===== src/rtl/core/mfs_pkg.sv =====
package mfs_pkg;

    localparam int SAMPLE_W          = 8;
    localparam int DIM_W             = 13;
    localparam int CC_W              = 3;
    localparam int IN_ROW_W          = DIM_W + 1;
    localparam int BANKS             = 4;
    localparam int BANK_W            = 2;
    localparam int WIN_ROWS          = 5;
    localparam int WIN_N             = WIN_ROWS * WIN_ROWS;
    localparam int MED_IDX           = 12;
    localparam int NET_STEPS         = 113;
    localparam int CHUNK             = 8;
    localparam int NET_STAGES        = (NET_STEPS + CHUNK - 1) / CHUNK;
    localparam int PADDR_W           = 4;
    localparam int PDATA_W           = 32;
    localparam int MAX_ROW_BYTES_DEF = 4096;
    localparam int MAX_CHANNELS_DEF  = 4;
    localparam int WIDTH_RST         = 640;
    localparam int HEIGHT_RST        = 480;
    localparam int CHAN_RST          = 1;

    localparam logic [1:0] REG_IMAGE_WIDTH   = 2'd0;
    localparam logic [1:0] REG_IMAGE_HEIGHT  = 2'd1;
    localparam logic [1:0] REG_CHANNEL_COUNT = 2'd2;

    typedef logic [SAMPLE_W-1:0] t_sample;
    typedef t_sample [WIN_N-1:0] t_win;

    typedef struct packed {
        logic produce;
        logic border;
        logic frame_end;
    } t_ctl;

    localparam int NET_A [NET_STEPS] = '{
        1, 0, 1, 4, 3, 4, 0, 2, 2, 1,
        1, 3, 7, 6, 7, 10, 9, 10, 6, 8,
        8, 7, 7, 9, 0, 4, 4, 2, 2, 6,
        1, 5, 5, 3, 3, 7, 1, 3, 5, 7,
        9, 13, 12, 13, 16, 15, 16, 12, 14, 14,
        13, 13, 15, 19, 18, 19, 21, 23, 21, 22,
        22, 18, 20, 20, 19, 22, 19, 21, 23, 12,
        16, 16, 14, 20, 14, 18, 22, 13, 17, 17,
        15, 15, 19, 13, 15, 17, 19, 21, 23, 0,
        8, 8, 4, 16, 12, 2, 10, 10, 6, 6,
        10, 1, 9, 9, 5, 13, 3, 11, 11, 7,
        7, 11, 11
    };

    localparam int NET_B [NET_STEPS] = '{
        2, 1, 2, 5, 4, 5, 3, 5, 3, 4,
        2, 4, 8, 7, 8, 11, 10, 11, 9, 11,
        9, 10, 8, 10, 6, 10, 6, 8, 4, 8,
        7, 11, 7, 9, 5, 9, 2, 4, 6, 8,
        10, 14, 13, 14, 17, 16, 17, 15, 17, 15,
        16, 14, 16, 20, 19, 20, 22, 24, 23, 24,
        23, 21, 23, 21, 22, 24, 20, 22, 24, 18,
        22, 18, 20, 24, 16, 20, 24, 19, 23, 19,
        21, 17, 21, 14, 16, 18, 20, 22, 24, 12,
        20, 12, 16, 24, 16, 14, 22, 14, 18, 10,
        12, 13, 21, 13, 17, 17, 15, 23, 15, 19,
        11, 13, 12
    };

    function automatic t_win net_chunk(input t_win w, input int first);
        t_win    p;
        t_sample a;
        t_sample b;
        p = w;
        for (int i = 0; i < CHUNK; i++) begin
            if (first + i < NET_STEPS) begin
                a = p[NET_A[first + i]];
                b = p[NET_B[first + i]];
                p[NET_A[first + i]] = (a < b) ? a : b;
                p[NET_B[first + i]] = (a < b) ? b : a;
            end
        end
        return p;
    endfunction

endpackage


===== src/rtl/core/mfs_sort.sv =====
module mfs_sort (
    input  logic             i_clk,
    input  logic             i_rst_n,
    input  logic             i_adv,
    input  logic             i_valid,
    input  mfs_pkg::t_ctl    i_ctl,
    input  mfs_pkg::t_win    i_win,
    input  mfs_pkg::t_sample i_bval,
    output logic             o_valid,
    output mfs_pkg::t_ctl    o_ctl,
    output mfs_pkg::t_sample o_value
);

    localparam int NS = mfs_pkg::NET_STAGES;

    logic             r_valid [NS];
    mfs_pkg::t_ctl    r_ctl   [NS];
    mfs_pkg::t_win    r_win   [NS];
    mfs_pkg::t_sample r_bval  [NS];

    for (genvar g = 0; g < NS; g++) begin : g_stage
        if (g == 0) begin : g_first
            always_ff @(posedge i_clk) begin
                if (!i_rst_n) begin
                    r_valid[g] <= 1'b0;
                end else if (i_adv) begin
                    r_valid[g] <= i_valid;
                end
            end
            always_ff @(posedge i_clk) begin
                if (i_adv) begin
                    r_ctl[g]  <= i_ctl;
                    r_win[g]  <= mfs_pkg::net_chunk(i_win, 0);
                    r_bval[g] <= i_bval;
                end
            end
        end else begin : g_next
            always_ff @(posedge i_clk) begin
                if (!i_rst_n) begin
                    r_valid[g] <= 1'b0;
                end else if (i_adv) begin
                    r_valid[g] <= r_valid[g-1];
                end
            end
            always_ff @(posedge i_clk) begin
                if (i_adv) begin
                    r_ctl[g]  <= r_ctl[g-1];
                    r_win[g]  <= mfs_pkg::net_chunk(r_win[g-1], g * mfs_pkg::CHUNK);
                    r_bval[g] <= r_bval[g-1];
                end
            end
        end
    end

    assign o_valid = r_valid[NS-1];
    assign o_ctl   = r_ctl[NS-1];
    assign o_value = r_ctl[NS-1].border ? r_bval[NS-1] : r_win[NS-1][mfs_pkg::MED_IDX];

endmodule


===== config.mk =====
export PLATFORM = sky130hd
export DESIGN_NAME = mfs_sort
export DESIGN_NICKNAME = d
export VERILOG_FILES = /design/src/rtl/core/mfs_pkg.sv /design/src/rtl/core/mfs_sort.sv
export SDC_FILE = /design/constraint.sdc
export NUM_CORES = 2
export LEC_CHECK = 0
export ABC_AREA = 1
export BUFFER_PORTS_ARGS = -buffer_cell sky130_fd_sc_hd__buf_2
export CAP_MARGIN = 20
export CORE_MARGIN = 2
export CORE_UTILIZATION = 57
export DETAILED_ROUTE_END_ITERATION = 10
export GPL_TIMING_DRIVEN = 0
export PLACE_DENSITY_LB_ADDON = 0.25
export RECOVER_POWER = 25
export SYNTH_ARGS = -nofsm -noshare
export SYNTH_HDL_FRONTEND = slang
export SYNTH_SLANG_ARGS = --single-unit

===== constraint.sdc =====
create_clock -name i_clk -period 7.9 [get_ports i_clk]
set_input_delay 0.79 -clock i_clk [delete_from_list [all_inputs] [get_ports i_clk]]
set_output_delay 0.79 -clock i_clk [all_outputs]
set_load 0.03 [all_outputs]

# Yosys cells after proc, flatten, opt, wreduce, memory -nomap -nowiden
# Memory sizes are Yosys's and may differ from the RTL's.
# Index checks and enable logic that the tools add are counted.
# totals
register_bits	0
mem_bits_rw	3180
in_bits	215
out_inout_bits	12
elab_cells	556
mem_count	4
# memory_table
memory	depth	width	read_ports	rd_clocked_by_memory_dff	write_ports	line_no	rtl
r_win	15	200	15	0	15	mfs_sort.sv:18	mfs_pkg::t_win r_win [NS];
r_bval	15	8	15	0	15	mfs_sort.sv:19	mfs_pkg::t_sample r_bval [NS];
r_ctl	15	3	15	0	15	mfs_sort.sv:17	mfs_pkg::t_ctl r_ctl [NS];
r_valid	15	1	15	0	15	mfs_sort.sv:16	logic r_valid [NS];
# op_classes
magnitude_cmp	113
mux	424
bitwise_logic	15
# op_table
operator	count
$mux W8	355
$lt A8 B8 Y1	113
$mux W16	49
$mux W1	20
$or A1 B1 Y1	15

# Logic depth before layout (Yosys ltp)
# depth
depth_word	15
depth_mapped	55
mapped_depth_nobuf	49

# Least setup slack after synthesis
# No wires, ideal clock.
# synth_timing
kind	flip-flop to flip-flop
startpoint	memory r_win[0][1559] (netlist name)
endpoint	memory r_win[1][148] (netlist name), data pin
arrival_time_ps	7634
required_time_ps	7647
path_slack_ps	13
stages_incl_launch_ff	44
n_path_buf	8
cell_sequence	edfxtp_1 -> ha_1 -> nand2_1 -> o21a_1 -> nand2_1 -> clkbuf_1 -> clkbuf_1 -> nand2_1 -> o21ai_0 -> ha_1 -> a21oi_1 -> nor2_1 -> a211oi_1 -> nand2_2 -> buf_6 -> clkbuf_1 -> a21oi_1 -> inv_1 -> [... 8 more ...] -> inv_1 -> ha_1 -> a21oi_1 -> nor2_1 -> a211oi_1 -> nand2_2 -> inv_1 -> buf_2 -> nand2_1 -> o21ai_0 -> ha_1 -> a21oi_1 -> nor2_1 -> a211oi_1 -> nand2_2 -> buf_6 -> nand2_1 -> nand2_1
# synth_rtl
element	line_no
from (decl)	mfs_sort.sv:18

==> metrics.json <==
{
  "synthesis.yosys.warnings": {"value": 0},
  "globalRouteTotalUtil": {"value": 22.9, "unit": "%"},
  "synth.area.top_cells": {"value": "sky130_fd_sc_hd__edfxtp_1 69%, sky130_fd_sc_hd__ha_1 8.5%, sky130_fd_sc_hd__nand2_1 6.1%"},
  "num-fill-cells": {"value": 14861},
  "first_global_vias": {"value": 66898},
  "remaining_global_route_overflow": {"value": 0},
  "clk_lat_worst_skew": {"value": 0.92, "unit": "ns"},
  "slew_headroom": {"value": 20.1, "unit": "%"},
  "clk_pin_slew_worst_paths": {"value": 0.07, "unit": "ns"},
  "fin_max_slew_vios": {"value": 0},
  "groute.layer.met3.usage": {"value": 3.42, "unit": "%"},
  "synth_seq_cells": {"value": 2628},
  "worst_setup_path_end_kind": {"value": "flip-flop"},
  "cts.sink_count": {"value": 2628},
  "drc": {"value": 0},
  "route.vias.total": {"value": 70175},
  "final_number_of_hold_violating_endpoints": {"value": 0},
  "fraction_of_layout_instances_using_a_drive_strength_above_1": {"value": 8.31, "unit": "%"},
  "detailed_place_hpwl": {"value": 170000, "unit": "um"},
  "worst_slack": {"value": 0.411, "unit": "ns"},
  "synth_cell_type_count": {"value": 35},
  "place_congestion": {"value": 0.926},
  "worstReg2RegStart": {"value": "r_win[0][1557]"},
  "die_h": {"value": 453, "unit": "um"},
  "worst_ep_required_time": {"value": 8.49, "unit": "ns"},
  "fin_tns_setup": {"value": 0, "unit": "ns"},
  "first_iter_violations": {"value": 6681},
  "place.port_buffers": {"value": 226},
  "worstSetupStartpointType": {"value": "flip-flop"},
  "outcome": {"value": "completed"},
  "met2_capacity_usage_during_global_routing": {"value": 35.8, "unit": "%"},
  "final_design_area_no_fill": {"value": 130000, "unit": "sq um"},
  "worst_pin_slew": {"value": 1.19, "unit": "ns"},
  "area_growth": {"value": 13.1, "unit": "%"},
  "first_pass_iters": {"value": 6},
  "cts-root-buf": {"value": "sky130_fd_sc_hd__clkbuf_16"},
  "via_to_cell_ratio": {"value": 5.44},
  "cp_common_cell": {"value": "sky130_fd_sc_hd__nand2_1"},
  "final_ant_viol_nets": {"value": 0},
  "critPathArrivalTime": {"value": 8.08, "unit": "ns"},
  "final-setup-viol-count": {"value": 0},
  "die_area": {"value": 206000, "unit": "sq um"},
  "layout.nets": {"value": 11032},
  "syn-instance-count": {"value": 9414},
  "wire_per_inst": {"value": 18.3, "unit": "um"},
  "achievable-frequency": {"value": 0.134, "unit": "GHz"},
  "worst_hold_startpoint": {"value": "i_win[87]"},
  "final_period_minus_worst_setup_slack": {"value": 7.49, "unit": "ns"},
  "tritoncts": {"value": "built"},
  "max_buffers_root_to_sink": {"value": 4},
  "worst_min_delay_path_class": {"value": "input pin to flip-flop"},
  "syn_nets": {"value": 10408},
  "cpMaxStageDelayCell": {"value": "sky130_fd_sc_hd__edfxtp_1"},
  "row_count": {"value": 164},
  "crit_start": {"value": "r_win[0][1557]"},
  "worst-path-buf-inv": {"value": 11},
  "effective_utilization_at_floorplan": {"value": 57.5, "unit": "%"},
  "cp_top_family": {"value": "compound AO/OA/AOI/OAI gates"},
  "cap_viol_max_count": {"value": 0},
  "dpl_cell_area": {"value": 120000, "unit": "sq um"},
  "netlist.area_leader.share": {"value": 68.5, "unit": "%"},
  "initial_antenna_violation_count": {"value": 8},
  "critPathKind": {"value": "flip-flop to flip-flop"},
  "gr-usage-met1": {"value": 32.6, "unit": "%"},
  "ys_seq_area_share": {"value": 68.6, "unit": "%"},
  "core-area": {"value": 200000, "unit": "sq um"},
  "min_period_over_period": {"value": 94.8, "unit": "%"},
  "syn-mean-instance-area": {"value": 12.2, "unit": "sq um"},
  "ios": {"value": 227},
  "grt_first_pass_wirelength": {"value": 366000, "unit": "um"},
  "crit_fanout": {"value": 10},
  "die_w": {"value": 453, "unit": "um"},
  "timing.clock.skew": {"value": 0.0802, "unit": "ns"},
  "busiest_layer": {"value": "met2"},
  "synthDominantAreaCellType": {"value": "sky130_fd_sc_hd__edfxtp_1"},
  "netlist_area": {"value": 115000, "unit": "sq um"},
  "dp_worst_setup_slack": {"value": -1.74, "unit": "ns"},
  "grt_max_degree": {"value": 198},
  "cts_inserted_buffers": {"value": 284},
  "crit_path_max_incr_delay": {"value": 0.45, "unit": "ns"},
  "totalWireLength": {"value": 235000, "unit": "um"},
  "htree_num_levels": {"value": 5}
}
[per-stage QoR]
step | util (%) | hold WS (ns) | instances
after CTS | 64.8 | 0.000492 | 12864
after global routing | 65.0 | 0.00290 | 12892
after detailed placement | 59.9 | 0.405 | 12311
final | 65.0 | 0.0560 | 12894
after global placement | 59.7 | 0.400 | 12296
after floorplan | - | 0.400 | 9414
[worst reg2reg max path: cells and delay by family, from the launching register on]
family          cells  cell delay, ns
flops               1            0.45
simple gates       17            1.45
buf+inv            11            1.58
compound gates     11            2.09
fa+ha+maj           5            1.59
[timing repair]
action                                  in CTS  in global routing
cloned                                       0                  1
endpoints found under the setup margin      64                 88
setup buffers                               13                 25
endpoints found under the hold margin       59                  0
pin swaps                                   12                 17
hold buffers                                59                  0
resized for setup                           76                121
[cell usage after synthesis]
| cell type | number |
|---|---|
| sky130_fd_sc_hd__clkbuf_1 | 237 |
| sky130_fd_sc_hd__nand3_1 | 175 |
| sky130_fd_sc_hd__dfxtp_1 | 1 |
| sky130_fd_sc_hd__o21ai_0 | 1189 |
| sky130_fd_sc_hd__nand2_2 | 24 |
| sky130_fd_sc_hd__o211ai_1 | 101 |
| sky130_fd_sc_hd__a211oi_1 | 52 |
| sky130_fd_sc_hd__o21ai_1 | 9 |
| sky130_fd_sc_hd__nand3b_1 | 7 |
| sky130_fd_sc_hd__and2_1 | 4 |
| sky130_fd_sc_hd__ha_1 | 779 |
| sky130_fd_sc_hd__a211oi_2 | 3 |
| sky130_fd_sc_hd__a21o_1 | 10 |
| sky130_fd_sc_hd__buf_1 | 5 |
| sky130_fd_sc_hd__nand2_8 | 1 |
| sky130_fd_sc_hd__clkinv_1 | 4 |
| sky130_fd_sc_hd__o21a_2 | 2 |
| sky130_fd_sc_hd__or2_2 | 1 |
| sky130_fd_sc_hd__nand4_1 | 73 |
| sky130_fd_sc_hd__nor3_1 | 6 |
| sky130_fd_sc_hd__buf_6 | 8 |
| sky130_fd_sc_hd__buf_4 | 4 |
| sky130_fd_sc_hd__o21a_1 | 23 |
| sky130_fd_sc_hd__buf_2 | 7 |
| sky130_fd_sc_hd__inv_1 | 1064 |
| sky130_fd_sc_hd__nor2_1 | 448 |
| sky130_fd_sc_hd__o21bai_1 | 9 |
| sky130_fd_sc_hd__nand2_1 | 1862 |
| sky130_fd_sc_hd__a21boi_0 | 22 |
| sky130_fd_sc_hd__inv_2 | 6 |
| sky130_fd_sc_hd__o21ai_2 | 2 |
| sky130_fd_sc_hd__a21oi_1 | 630 |
| sky130_fd_sc_hd__edfxtp_1 | 2627 |
| sky130_fd_sc_hd__mux2_2 | 8 |
| sky130_fd_sc_hd__nand2_4 | 11 |
[final timing paths]
kind              depth (start not counted)       endpoint  slack, ns
setup / recovery                         44  r_win[1][145]       0.41
hold / removal                            1   r_win[0][87]       0.06
setup reg to reg                         44  r_win[1][145]       0.41
hold reg to reg                           0  r_win[0][375]       0.38
[layout by cell type, fill, tap and decap left out, types with 11 or more instances in the layout]
cell | synthesis | final
sky130_fd_sc_hd__a211oi_1 | 52 | 39
sky130_fd_sc_hd__a211oi_2 | 3 | 11
sky130_fd_sc_hd__a21boi_0 | 22 | 22
sky130_fd_sc_hd__a21oi_1 | 630 | 620
sky130_fd_sc_hd__buf_16 | 0 | 15
sky130_fd_sc_hd__buf_2 | 7 | 230
sky130_fd_sc_hd__buf_4 | 4 | 47
sky130_fd_sc_hd__bufinv_16 | 0 | 25
sky130_fd_sc_hd__clkbuf_1 | 237 | 249
sky130_fd_sc_hd__clkbuf_16 | 0 | 291
sky130_fd_sc_hd__clkinv_1 | 4 | 54
sky130_fd_sc_hd__clkinv_2 | 0 | 43
sky130_fd_sc_hd__clkinvlp_4 | 0 | 24
sky130_fd_sc_hd__dlygate4sd3_1 | 0 | 59
sky130_fd_sc_hd__edfxtp_1 | 2627 | 2627
sky130_fd_sc_hd__ha_1 | 779 | 779
sky130_fd_sc_hd__inv_1 | 1064 | 1055
sky130_fd_sc_hd__inv_2 | 6 | 13
sky130_fd_sc_hd__nand2_1 | 1862 | 1861
sky130_fd_sc_hd__nand2_2 | 24 | 25
sky130_fd_sc_hd__nand2_4 | 11 | 11
sky130_fd_sc_hd__nand3_1 | 175 | 175
sky130_fd_sc_hd__nand4_1 | 73 | 73
sky130_fd_sc_hd__nor2_1 | 448 | 443
sky130_fd_sc_hd__o211ai_1 | 101 | 101
sky130_fd_sc_hd__o21a_1 | 23 | 23
sky130_fd_sc_hd__o21ai_0 | 1189 | 1133
sky130_fd_sc_hd__o21ai_1 | 9 | 32
sky130_fd_sc_hd__o21ai_2 | 2 | 31
[registers in the layout (all words and copies together), names as in the netlist]
register,cells
r_bval,120
r_valid,15
r_win,2448
r_ctl,45
[layer usage]
metal	vias to the layer above	routed length [um]
li1	34599	-
met1	33142	105000
met2	1964	108000
met3	468	13400
met4	2	8660
met5	-	13
[area by class of cell]
type | count | area, sq um | area share (%)
timing repair inverter | 1 | 7.51 | 0.00577
clock inverter | 163 | 1550 | 1.19
sequential | 2628 | 78900 | 60.6
inverter | 1074 | 4040 | 3.10
antenna | 3 | 7.51 | 0.00577
multi-input combinational | 5451 | 31400 | 24.1
tap | 2656 | 3320 | 2.55
buffer | 258 | 1110 | 0.850
clock buffer | 320 | 7390 | 5.68
timing repair buffer | 340 | 2450 | 1.88
[cell families (layout without fill, tap and decap cells)]
| logic type | after synthesis | in the layout | synth area share [%] |
|---|---|---|---|
| simple gates | 2612 | 2612 | 9.05 |
| buf+inv | 1335 | 2156 | 4.43 |
| other cells | 0 | 3 | 0 |
| flops | 2628 | 2628 | 68.6 |
| compound gates | 2052 | 2052 | 9.43 |
| fa+ha+maj | 779 | 779 | 8.47 |
| mux | 8 | 8 | 0.0783 |
Power is left out: the tool's default activity adds up to more than one toggle a clock period on the data nets, which glitch-free logic cannot reach.
